## config.mk

```make
export PLATFORM = sky130hd
export DESIGN_NAME = csbw_front
export DESIGN_NICKNAME = d
export VERILOG_FILES = /design/src/rtl/core/csbw_pkg.sv /design/src/rtl/core/csbw_front.sv
export SDC_FILE = /design/constraint.sdc
export NUM_CORES = 2
export LEC_CHECK = 0
export BUFFER_PORTS_ARGS = -buffer_cell sky130_fd_sc_hd__buf_2
export CAP_MARGIN = 20
export CORE_MARGIN = 2
export CORE_UTILIZATION = 55
export DETAILED_ROUTE_END_ITERATION = 7
export GPL_ROUTABILITY_DRIVEN = 0
export HOLD_SLACK_MARGIN = 0.15
export PLACE_DENSITY = 0.75
export RECOVER_POWER = 50
export SYNTH_ARGS = -nofsm -noshare
export SYNTH_HDL_FRONTEND = slang
export SYNTH_SLANG_ARGS = --single-unit
```

## constraint.sdc

```tcl
create_clock -name clk_i -period 7.4 [get_ports clk_i]
set_input_delay 0.37 -clock clk_i [delete_from_list [all_inputs] [get_ports clk_i]]
set_output_delay 0.37 -clock clk_i [all_outputs]
set_load 0.02 [all_outputs]
```

## src/rtl/core/csbw_pkg.sv

```systemverilog
// Shared types, constants and register codes for the cascade shadow blend weight block.
`default_nettype none

package csbw_pkg;

  localparam int unsigned MAX_CASCADES = 4;
  localparam int unsigned NUM_EDGES    = MAX_CASCADES + 1;
  localparam int unsigned EDGE_IDX_W   = $clog2(NUM_EDGES);

  localparam int unsigned EDGE_W   = 32;
  localparam int unsigned COUNT_W  = 3;
  localparam int unsigned FADE_W   = 16;
  localparam int unsigned INDEX_W  = 3;
  localparam int unsigned WEIGHT_W = 17;
  localparam int unsigned CFG_IDX_W = 3;
  localparam int unsigned CFG_DATA_W = 32;

  // Signed widths of the band arithmetic.
  localparam int unsigned DIFF_W = EDGE_W + 1;          // edge differences
  localparam int unsigned W_W    = DIFF_W + FADE_W + 1; // thin * fade
  localparam int unsigned NUM_W  = W_W + 1;             // 2*diff*2^16 + w
  localparam int unsigned DIV_W  = W_W;                 // remainder and divisor

  localparam int unsigned T_W       = 16;
  localparam int unsigned DIV_STEPS = T_W;
  localparam int unsigned SQ_W      = 2 * T_W;
  localparam int unsigned M_W       = T_W + 2;
  localparam int unsigned P_W       = SQ_W + M_W;

  localparam logic [WEIGHT_W-1:0] WEIGHT_ONE = WEIGHT_W'(65536);
  localparam logic [WEIGHT_W-1:0] WEIGHT_ZERO = '0;
  localparam logic [M_W-1:0]      THREE_ONE  = M_W'(3 * 65536);
  localparam logic [P_W-1:0]      ROUND_HALF = P_W'(64'd1 << 31);

  // Register indexes of the configuration port.
  localparam logic [CFG_IDX_W-1:0] CFG_SPLIT_EDGE_0  = 3'd0;
  localparam logic [CFG_IDX_W-1:0] CFG_SPLIT_EDGE_1  = 3'd1;
  localparam logic [CFG_IDX_W-1:0] CFG_SPLIT_EDGE_2  = 3'd2;
  localparam logic [CFG_IDX_W-1:0] CFG_SPLIT_EDGE_3  = 3'd3;
  localparam logic [CFG_IDX_W-1:0] CFG_SPLIT_EDGE_4  = 3'd4;
  localparam logic [CFG_IDX_W-1:0] CFG_CASCADE_COUNT = 3'd5;
  localparam logic [CFG_IDX_W-1:0] CFG_FADE_FRACTION = 3'd6;

  localparam logic [EDGE_W-1:0]  SPLIT_EDGE_0_RST  = 32'd0;
  localparam logic [EDGE_W-1:0]  SPLIT_EDGE_1_RST  = 32'd655360;
  localparam logic [EDGE_W-1:0]  SPLIT_EDGE_2_RST  = 32'd1966080;
  localparam logic [EDGE_W-1:0]  SPLIT_EDGE_3_RST  = 32'd5242880;
  localparam logic [EDGE_W-1:0]  SPLIT_EDGE_4_RST  = 32'd13107200;
  localparam logic [COUNT_W-1:0] CASCADE_COUNT_RST = 3'd4;
  localparam logic [FADE_W-1:0]  FADE_FRACTION_RST = 16'd6554;

  typedef struct packed {
    logic [NUM_EDGES-1:0][EDGE_W-1:0] split_edge;
    logic [COUNT_W-1:0]               cascade_count;
    logic [FADE_W-1:0]                fade_fraction;
  } cfg_t;

  // Front end to divider: either a fixed weight or a division to run.
  typedef struct packed {
    logic                is_div;
    logic [WEIGHT_W-1:0] fix_weight;
    logic [DIV_W-1:0]    rem;
    logic [DIV_W-1:0]    den;
  } div_req_t;

  typedef struct packed {
    logic                is_div;
    logic [WEIGHT_W-1:0] fix_weight;
    logic [DIV_W-1:0]    rem;
    logic [DIV_W-1:0]    den;
    logic [T_W-1:0]      quot;
  } div_stage_t;

  // Divider to smoothstep.
  typedef struct packed {
    logic                is_div;
    logic [WEIGHT_W-1:0] fix_weight;
    logic [T_W-1:0]      quot;
  } smooth_req_t;

endpackage

`default_nettype wire

```

## src/rtl/core/csbw_front.sv

```systemverilog
// Front end: edge select, band width, numerator and denominator, weight classification.
`default_nettype none

module csbw_front (
  input  wire logic                              clk_i,
  input  wire logic                              rst_ni,
  input  wire logic                              en_i,
  input  csbw_pkg::cfg_t                         cfg_i,
  input  wire logic                              valid_i,
  input  wire logic [csbw_pkg::INDEX_W-1:0]      boundary_index_i,
  input  wire logic [csbw_pkg::EDGE_W-1:0]       view_depth_i,
  output logic                                   valid_o,
  output csbw_pkg::div_req_t                     req_o
);

  localparam logic [csbw_pkg::COUNT_W-1:0] CountMax = csbw_pkg::COUNT_W'(csbw_pkg::MAX_CASCADES);

  // Stage 1: pick edges, take differences.
  logic [csbw_pkg::COUNT_W-1:0]    count_eff;
  logic                            bvalid;
  logic [csbw_pkg::EDGE_IDX_W-1:0] k_sel;
  logic [csbw_pkg::EDGE_W-1:0]     e_lo, e_mid, e_hi;

  logic                              s1_valid_q, s1_bvalid_q, s1_ge_q;
  logic signed [csbw_pkg::DIFF_W-1:0] s1_lo_q, s1_hi_q, s1_diff_q;
  logic signed [csbw_pkg::DIFF_W-1:0] s1_lo_d, s1_hi_d, s1_diff_d;

  always_comb begin
    count_eff = (cfg_i.cascade_count > CountMax) ? CountMax : cfg_i.cascade_count;
    bvalid    = (boundary_index_i != '0) &&
                (csbw_pkg::COUNT_W'(boundary_index_i) < count_eff);
    // An invalid index still needs in-range edges; its result is forced to zero later.
    k_sel     = bvalid ? csbw_pkg::EDGE_IDX_W'(boundary_index_i)
                       : csbw_pkg::EDGE_IDX_W'(1);
    e_lo      = cfg_i.split_edge[k_sel - csbw_pkg::EDGE_IDX_W'(1)];
    e_mid     = cfg_i.split_edge[k_sel];
    e_hi      = cfg_i.split_edge[k_sel + csbw_pkg::EDGE_IDX_W'(1)];
    s1_lo_d   = $signed({1'b0, e_mid}) - $signed({1'b0, e_lo});
    s1_hi_d   = $signed({1'b0, e_hi}) - $signed({1'b0, e_mid});
    s1_diff_d = $signed({1'b0, view_depth_i}) - $signed({1'b0, e_mid});
  end

  // Stage 2: thinner of the two cascades.
  logic                               s2_valid_q, s2_bvalid_q, s2_ge_q;
  logic signed [csbw_pkg::DIFF_W-1:0] s2_thin_q, s2_diff_q;

  // Stage 3: w = thin * fade.
  logic                               s3_valid_q, s3_bvalid_q, s3_ge_q;
  logic signed [csbw_pkg::W_W-1:0]    s3_w_q, s3_w_d;
  logic signed [csbw_pkg::DIFF_W-1:0] s3_diff_q;
  logic signed [csbw_pkg::FADE_W:0]   fade_s;

  assign fade_s = $signed({1'b0, cfg_i.fade_fraction});
  assign s3_w_d = csbw_pkg::W_W'(s2_thin_q) * csbw_pkg::W_W'(fade_s);

  // Stage 4: numerator and denominator.
  logic                               s4_valid_q, s4_bvalid_q, s4_ge_q, s4_wpos_q;
  logic signed [csbw_pkg::NUM_W-1:0]  s4_num_q, s4_den_q, s4_num_d, s4_den_d;

  assign s4_num_d = (csbw_pkg::NUM_W'(s3_diff_q) <<< (csbw_pkg::FADE_W + 1))
                  + csbw_pkg::NUM_W'(s3_w_q);
  assign s4_den_d = csbw_pkg::NUM_W'(s3_w_q) <<< 1;

  // Stage 5: classify into a fixed weight or a division.
  csbw_pkg::div_req_t req_d;
  logic               num_le_zero, num_ge_den;

  always_comb begin
    num_le_zero       = s4_num_q[csbw_pkg::NUM_W-1] || (s4_num_q == '0);
    num_ge_den        = (s4_num_q >= s4_den_q);
    req_d.is_div      = 1'b0;
    req_d.fix_weight  = csbw_pkg::WEIGHT_ZERO;
    req_d.rem         = s4_num_q[csbw_pkg::DIV_W-1:0];
    req_d.den         = s4_den_q[csbw_pkg::DIV_W-1:0];
    if (!s4_bvalid_q) begin
      req_d.fix_weight = csbw_pkg::WEIGHT_ZERO;
    end else if (!s4_wpos_q) begin
      // empty or negative band: hard step at the edge
      req_d.fix_weight = s4_ge_q ? csbw_pkg::WEIGHT_ONE : csbw_pkg::WEIGHT_ZERO;
    end else if (num_le_zero) begin
      req_d.fix_weight = csbw_pkg::WEIGHT_ZERO;
    end else if (num_ge_den) begin
      req_d.fix_weight = csbw_pkg::WEIGHT_ONE;
    end else begin
      req_d.is_div = 1'b1;
    end
  end

  always_ff @(posedge clk_i or negedge rst_ni) begin
    if (!rst_ni) begin
      s1_valid_q <= 1'b0;
      s2_valid_q <= 1'b0;
      s3_valid_q <= 1'b0;
      s4_valid_q <= 1'b0;
      valid_o    <= 1'b0;
    end else if (en_i) begin
      s1_valid_q <= valid_i;
      s2_valid_q <= s1_valid_q;
      s3_valid_q <= s2_valid_q;
      s4_valid_q <= s3_valid_q;
      valid_o    <= s4_valid_q;
    end
  end

  always_ff @(posedge clk_i) begin
    if (en_i) begin
      s1_bvalid_q <= bvalid;
      s1_ge_q     <= !s1_diff_d[csbw_pkg::DIFF_W-1];
      s1_lo_q     <= s1_lo_d;
      s1_hi_q     <= s1_hi_d;
      s1_diff_q   <= s1_diff_d;

      s2_bvalid_q <= s1_bvalid_q;
      s2_ge_q     <= s1_ge_q;
      s2_thin_q   <= (s1_lo_q < s1_hi_q) ? s1_lo_q : s1_hi_q;
      s2_diff_q   <= s1_diff_q;

      s3_bvalid_q <= s2_bvalid_q;
      s3_ge_q     <= s2_ge_q;
      s3_w_q      <= s3_w_d;
      s3_diff_q   <= s2_diff_q;

      s4_bvalid_q <= s3_bvalid_q;
      s4_ge_q     <= s3_ge_q;
      s4_wpos_q   <= !s3_w_q[csbw_pkg::W_W-1] && (s3_w_q != '0);
      s4_num_q    <= s4_num_d;
      s4_den_q    <= s4_den_d;

      req_o       <= req_d;
    end
  end

endmodule

`default_nettype wire

```

# Word level (Yosys, flattened, before mapping)
# Index checks and enable logic that the tools add are counted.
[classes] bitwise_logic=2 mux=14 n_addsub=6 order_cmp=7 n_reduce_logical=9 multipliers=1
[ops] operator="32-bit binary-select mux with 3-bit select" count=3
[ops] operator="32-bit by 32-bit subtractor with 33-bit output" count=3
[ops] operator="32-bit two-way mux" count=3
[ops] operator="17-bit two-way mux" count=4
[ops] operator="50-bit by 50-bit adder with 51-bit output" count=1
[ops] operator="51-bit greater-or-equal comparator" count=1
[ops] operator="51-bit zero test" count=1
[ops] operator="33-bit by 17-bit multiplier with 50-bit output" count=1
[ops] operator="50-bit nonzero test" count=1
[ops] operator="33-bit less-than comparator" count=1
[ops] operator="33-bit two-way mux" count=1
[ops] operator="3-bit by 4-bit less-than comparator with 1-bit output (second input constant)" count=3
[ops] operator="3-bit two-way mux" count=2
[ops] operator="3-bit by 1-bit adder with 3-bit output (second input constant)" count=1
[ops] operator="3-bit > comparator (second input constant)" count=1
[ops] operator="3-bit less-than comparator" count=1
[ops] operator="3-bit nonzero test" count=1
[ops] operator="3-bit OR reduction" count=1
[ops] operator="3-bit by 1-bit subtractor with 3-bit output (second input constant)" count=1
[ops] operator="1-bit logical AND" count=2
[ops] operator="1-bit zero test" count=2
[ops] operator="1-bit inverter" count=2
[ops] operator="1-bit logical OR" count=1
[ops] operator="1-bit two-way mux" count=1
[totals] ff_bits=480 output_inout_bits=119 wordCells=66 input_bits=218

# Longest topological paths before layout
[depth] word_depth=9 mapped_depth=30 ltp_nobuf=26

# Least setup slack after synthesis
# No wires, ideal clock.
[synth_path] path_type="reg2reg" from="register s2_thin_q[10] (netlist bit)" to="register s3_w_q[49] (netlist bit) (data pin)" period_less_slack_ps=6540 setup_time_ps=266 stages_incl_launch_ff=23 path_buffers=1 arrival_time_ps=6275 required_time_ps=7134 setup_slack_ps=860 cell_sequence="edfxtp_1 clkbuf_1 nand2_1 fa_1 fa_1 fa_1 fa_1 inv_1 fa_1 inv_1 fa_1 inv_1 ha_1 a211oi_2 o21bai_1 a21o_1 a221o_1 o2111ai_2 o211a_4 o211ai_4 a211oi_4 nor3_1 or3b_1"
[synth_via] elab_chain_cells=1
[synth_rtl] element="start, declared" line="csbw_front.sv:45" rtl="logic signed [csbw_pkg::DIFF_W-1:0] s2_thin_q, s2_diff_q;"
[synth_rtl] element="start signal, assigned" line="csbw_front.sv:115" rtl="s2_thin_q <= (s1_lo_q < s1_hi_q) ? s1_lo_q : s1_hi_q;"
[synth_rtl] element="33-bit by 17-bit multiplier with 50-bit output" line="csbw_front.sv:54" rtl="assign s3_w_d = csbw_pkg::W_W'(s2_thin_q) * csbw_pkg::W_W'(fade_s);"
[synth_rtl] element="via s3_w_d (one bit)" line="csbw_front.sv:49" rtl="logic signed [csbw_pkg::W_W-1:0] s3_w_q, s3_w_d;"
[synth_rtl] element="end signal, assigned" line="csbw_front.sv:120" rtl="s3_w_q <= s3_w_d;"
[synth_rtl] element="end, declared" line="csbw_front.sv:49"
# The timed path passes the listed nets, and every way through them passes these cells.
# A chain may end at the register's enable or synchronous reset.

# Final worst setup path
[layout_path] from="register s2_thin_q[12] (netlist bit)" to="register s3_w_q[48] (netlist bit) (data pin)"
# The elaborated chain is that of the path after synthesis.

==> results.sh <==
export IMPL_groute_usage_overall=0.2853
export IMPL_cts_buffers=46
export IMPL_yosys_warnings=0
export IMPL_rsz0062_at_grt="false"
export IMPL_core_rowCount=104
export IMPL_cap_violations=1
export IMPL_fin_ws_ns=0.3279
export IMPL_drt_iter0_drc=2916
export IMPL_core_area_mm2=0.08068
export IMPL_worst_pin_slew_ns=6.229
export IMPL_wl_met1_mm=46.96
export IMPL_synth_top_cells_by_count="inv_1, nand2_1, fa_1"
export IMPL_final_setup_skew_ns=0.04986
export IMPL_wl_met2_mm=57.26
export IMPL_wl_met3_mm=9.645
export IMPL_critPathMaxFanout=16
export IMPL_cts_num_sinks=430
export IMPL_htree_levels=2
export IMPL_timing_final_crit_share=0.9557
export IMPL_yosys_most_used_dff="edfxtp_1"
export IMPL_synth_top_area_frac=0.2846
export IMPL_seq_area_frac_synth=0.2874
export IMPL_r2r_setup_slack_ns=0.33
export IMPL_clock_latency_ns=0.62
export IMPL_antenna_found_initial=7
export IMPL_grt_max_degree=167
export IMPL_nets=5893
export IMPL_clockBufferDepth=3
export IMPL_io_pins=337
export IMPL_path_cells="nand2_1 -> fa_1 -> fa_1 -> fa_1 -> inv_1 -> fa_1 -> fa_1 -> inv_1 -> fa_1 -> inv_1 -> ha_1 -> a211oi_1 -> nor2_1 -> o41ai_1 -> a31oi_2 -> o21ai_2 -> o2111a_1 -> o41ai_4 -> a21o_2 -> a211oi_1 -> xnor2_1"
export IMPL_post_cts_buffers=0
export IMPL_startpoint_type="flop"
export IMPL_pre_cts_ws_ns=0.4215
export IMPL_io_buffers=319
export IMPL_fp_dieW_um=289.5
export IMPL_fin_crit_ns=7.072
export IMPL_maxSlewViolCount=142
export IMPL_fmax_mhz=141.4
export IMPL_reg2reg_from="s2_thin_q[12]"
export IMPL_path_class="flop to flop"
export IMPL_cts_root_buf="clkbuf_16"
export IMPL_status="complete, but fails checks"
export IMPL_cts_resized_gates=0
export IMPL_hold_path_class="input port to flop"
export IMPL_setup_violations=0
export IMPL_hold_start="view_depth_i[31]"
export IMPL_slew_headroom=-3.153
export IMPL_via_count=34443
export IMPL_arrival_ns=7.42
export IMPL_drtPass1Iterations=6
export IMPL_hpwl_mm=95.63
export IMPL_highest_layer="met5"
export IMPL_netlist_area_mm2=0.04484
export IMPL_routed_wirelength_mm=119.1
export IMPL_hold_end="s1_ge_q"
export IMPL_fin_setup_tns_ns=0
export IMPL_grt_ovfl_total=0
export IMPL_area_growth_synth_to_final_pct=8.851
export IMPL_wl_per_cell_um=20.10
export IMPL_cts_tree="yes"
export IMPL_rr_worst_depth=21
export IMPL_synth_cell_types=87
export IMPL_endpoint_kind="flop"
export IMPL_fillers=6746
export IMPL_stdcell_count=5922
export IMPL_routed_via_density=5.816
export IMPL_synth_area_leaders="edfxtp_1, fa_1, ha_1"
export IMPL_final_hold_violation_count=0
export IMPL_clk_transition_reported_paths_ns=0.06
export IMPL_async_reset_ff_frac=0.01163
export IMPL_die_area_mm2=0.08382
export IMPL_start_util=0.5558
export IMPL_die_h_um=289.5
export IMPL_synthCells=4605
export IMPL_hold_depth=3
export IMPL_worst_path_most_repeated_cell="fa_1"
export IMPL_grt_pass1_wl_mm=186.3
export IMPL_synth_most_common_cell="inv_1"
export IMPL_ant_nets=0
export IMPL_synth_edf_count=425
export IMPL_cpMaxStageDelayCell="edfxtp_1"
export IMPL_drc=0
export IMPL_ys_ff_latch=430
export IMPL_dp_cells=5836
export IMPL_required_ns=7.75
export IMPL_slowest_delay_ns=0.83
export IMPL_yosysTopAreaCell="edfxtp_1"
export IMPL_r2r_end="s3_w_q[48]"
export IMPL_violations="capacitance limit, slew limit"
export IMPL_grt_pass1_vias=34283
export IMPL_drive_gt1_frac=0.07963
export IMPL_avgSynthCellArea_um2=9.737
registers in the layout, summed over array words and instances, names as in the netlist, 33 cells and up:
name and flops:
s3_diff_q 33, s4_den_q 33, s1_lo_q 33, s3_w_q 50
s2_thin_q 33, s1_diff_q 33, s1_hi_q 33, s2_diff_q 33
s4_num_q 51, req_o 84
worst max-delay path, delay by kind of cell, from the launching register on:
family / cells / cell delay (ns)
compound gates: 8 / 2.06
xor+xnor: 1 / 0.12
fa+ha+maj: 7 / 3.37
buf+inv: 3 / 0.16
flops: 1 / 0.83
simple gates: 2 / 0.27
layer usage:
| layer | GRT usage | vias to the layer above |
|---|---|---|
| met4 | 0.1173 | 4 |
| met2 | 0.4779 | 1469 |
| met1 | 0.3663 | 16861 |
| li1 | - | 15822 |
| met5 | 0 | - |
| met3 | 0.05314 | 287 |
kinds of logic (layout without fill, tap and decap cells):
| logic type | after synthesis | after routing | synth area share |
|---|---|---|---|
| adders and majority gates | 848 | 848 | 0.3215 |
| DFF | 430 | 430 | 0.2874 |
| buffers and inverters | 960 | 1199 | 0.08327 |
| muxes | 54 | 54 | 0.01219 |
| xor gates and xnor gates | 154 | 154 | 0.03008 |
| and+or+nand+nor | 1338 | 1338 | 0.1420 |
| AOI/OAI and AO/OA | 820 | 820 | 0.1234 |
| other | 1 | 19 | 0.00008363 |
worst max path at each step:
stage | start | end | cells after the start
CTS | s2_thin_q[8] | s3_w_q[49] | 22
finish | s2_thin_q[12] | s3_w_q[48] | 21
floorplan | s2_thin_q[10] | s3_w_q[49] | 22
global route | s2_thin_q[12] | s3_w_q[48] | 21
detailed placement | s2_thin_q[12] | s3_w_q[48] | 21
global placement | cfg_i[5] | s3_w_q[49] | 23
stage by stage:
| step | instance area (um2) | hold WS [ns] | util |
|---|---|---|---|
| after detailed placement | 47420 | 0.1908 | 0.5878 |
| after floorplan | 44900 | 0.07441 | - |
| after CTS | 48940 | 0.2135 | 0.6066 |
| after global placement | 47420 | 0.1871 | 0.5878 |
| after global routing | 48800 | 0.2573 | 0.6049 |
| final | 48810 | 0.2378 | 0.6050 |
placed cells by master, fill, tap and decap left out, types with 65 or more instances in the layout:
cell type / n
buf_2: 216
fa_1: 507
and2_1: 219
nor2b_1: 65
inv_1: 730
o21ai_0: 120
nand3_1: 102
a21o_1: 87
ha_1: 341
a21oi_1: 208
clkbuf_1: 112
edfxtp_1: 425
nor2_1: 155
a31oi_1: 77
xnor2_1: 117
nand2_1: 583
final cells by class:
class,instances,area (um2),area share
multi-input cells,3231,28340,0.5806
flip-flops and latches,430,12890,0.2640
inverters,732,2748,0.05630
repair buffers,386,2018,0.04135
well taps,1060,1326,0.02717
clock buffers,55,1185,0.02428
clock inverters,26,299.0,0.006127
diodes,2,5.005,0.0001025
repair_timing:
item / CTS / global route
endpoints found under the setup margin: 0 / 0
hold buffers: 3 / 0
endpoints found under the hold margin: 6 / 0
Power is not shown: default switching activity piles up to over one toggle a cycle in this logic, so the estimate is an artifact.
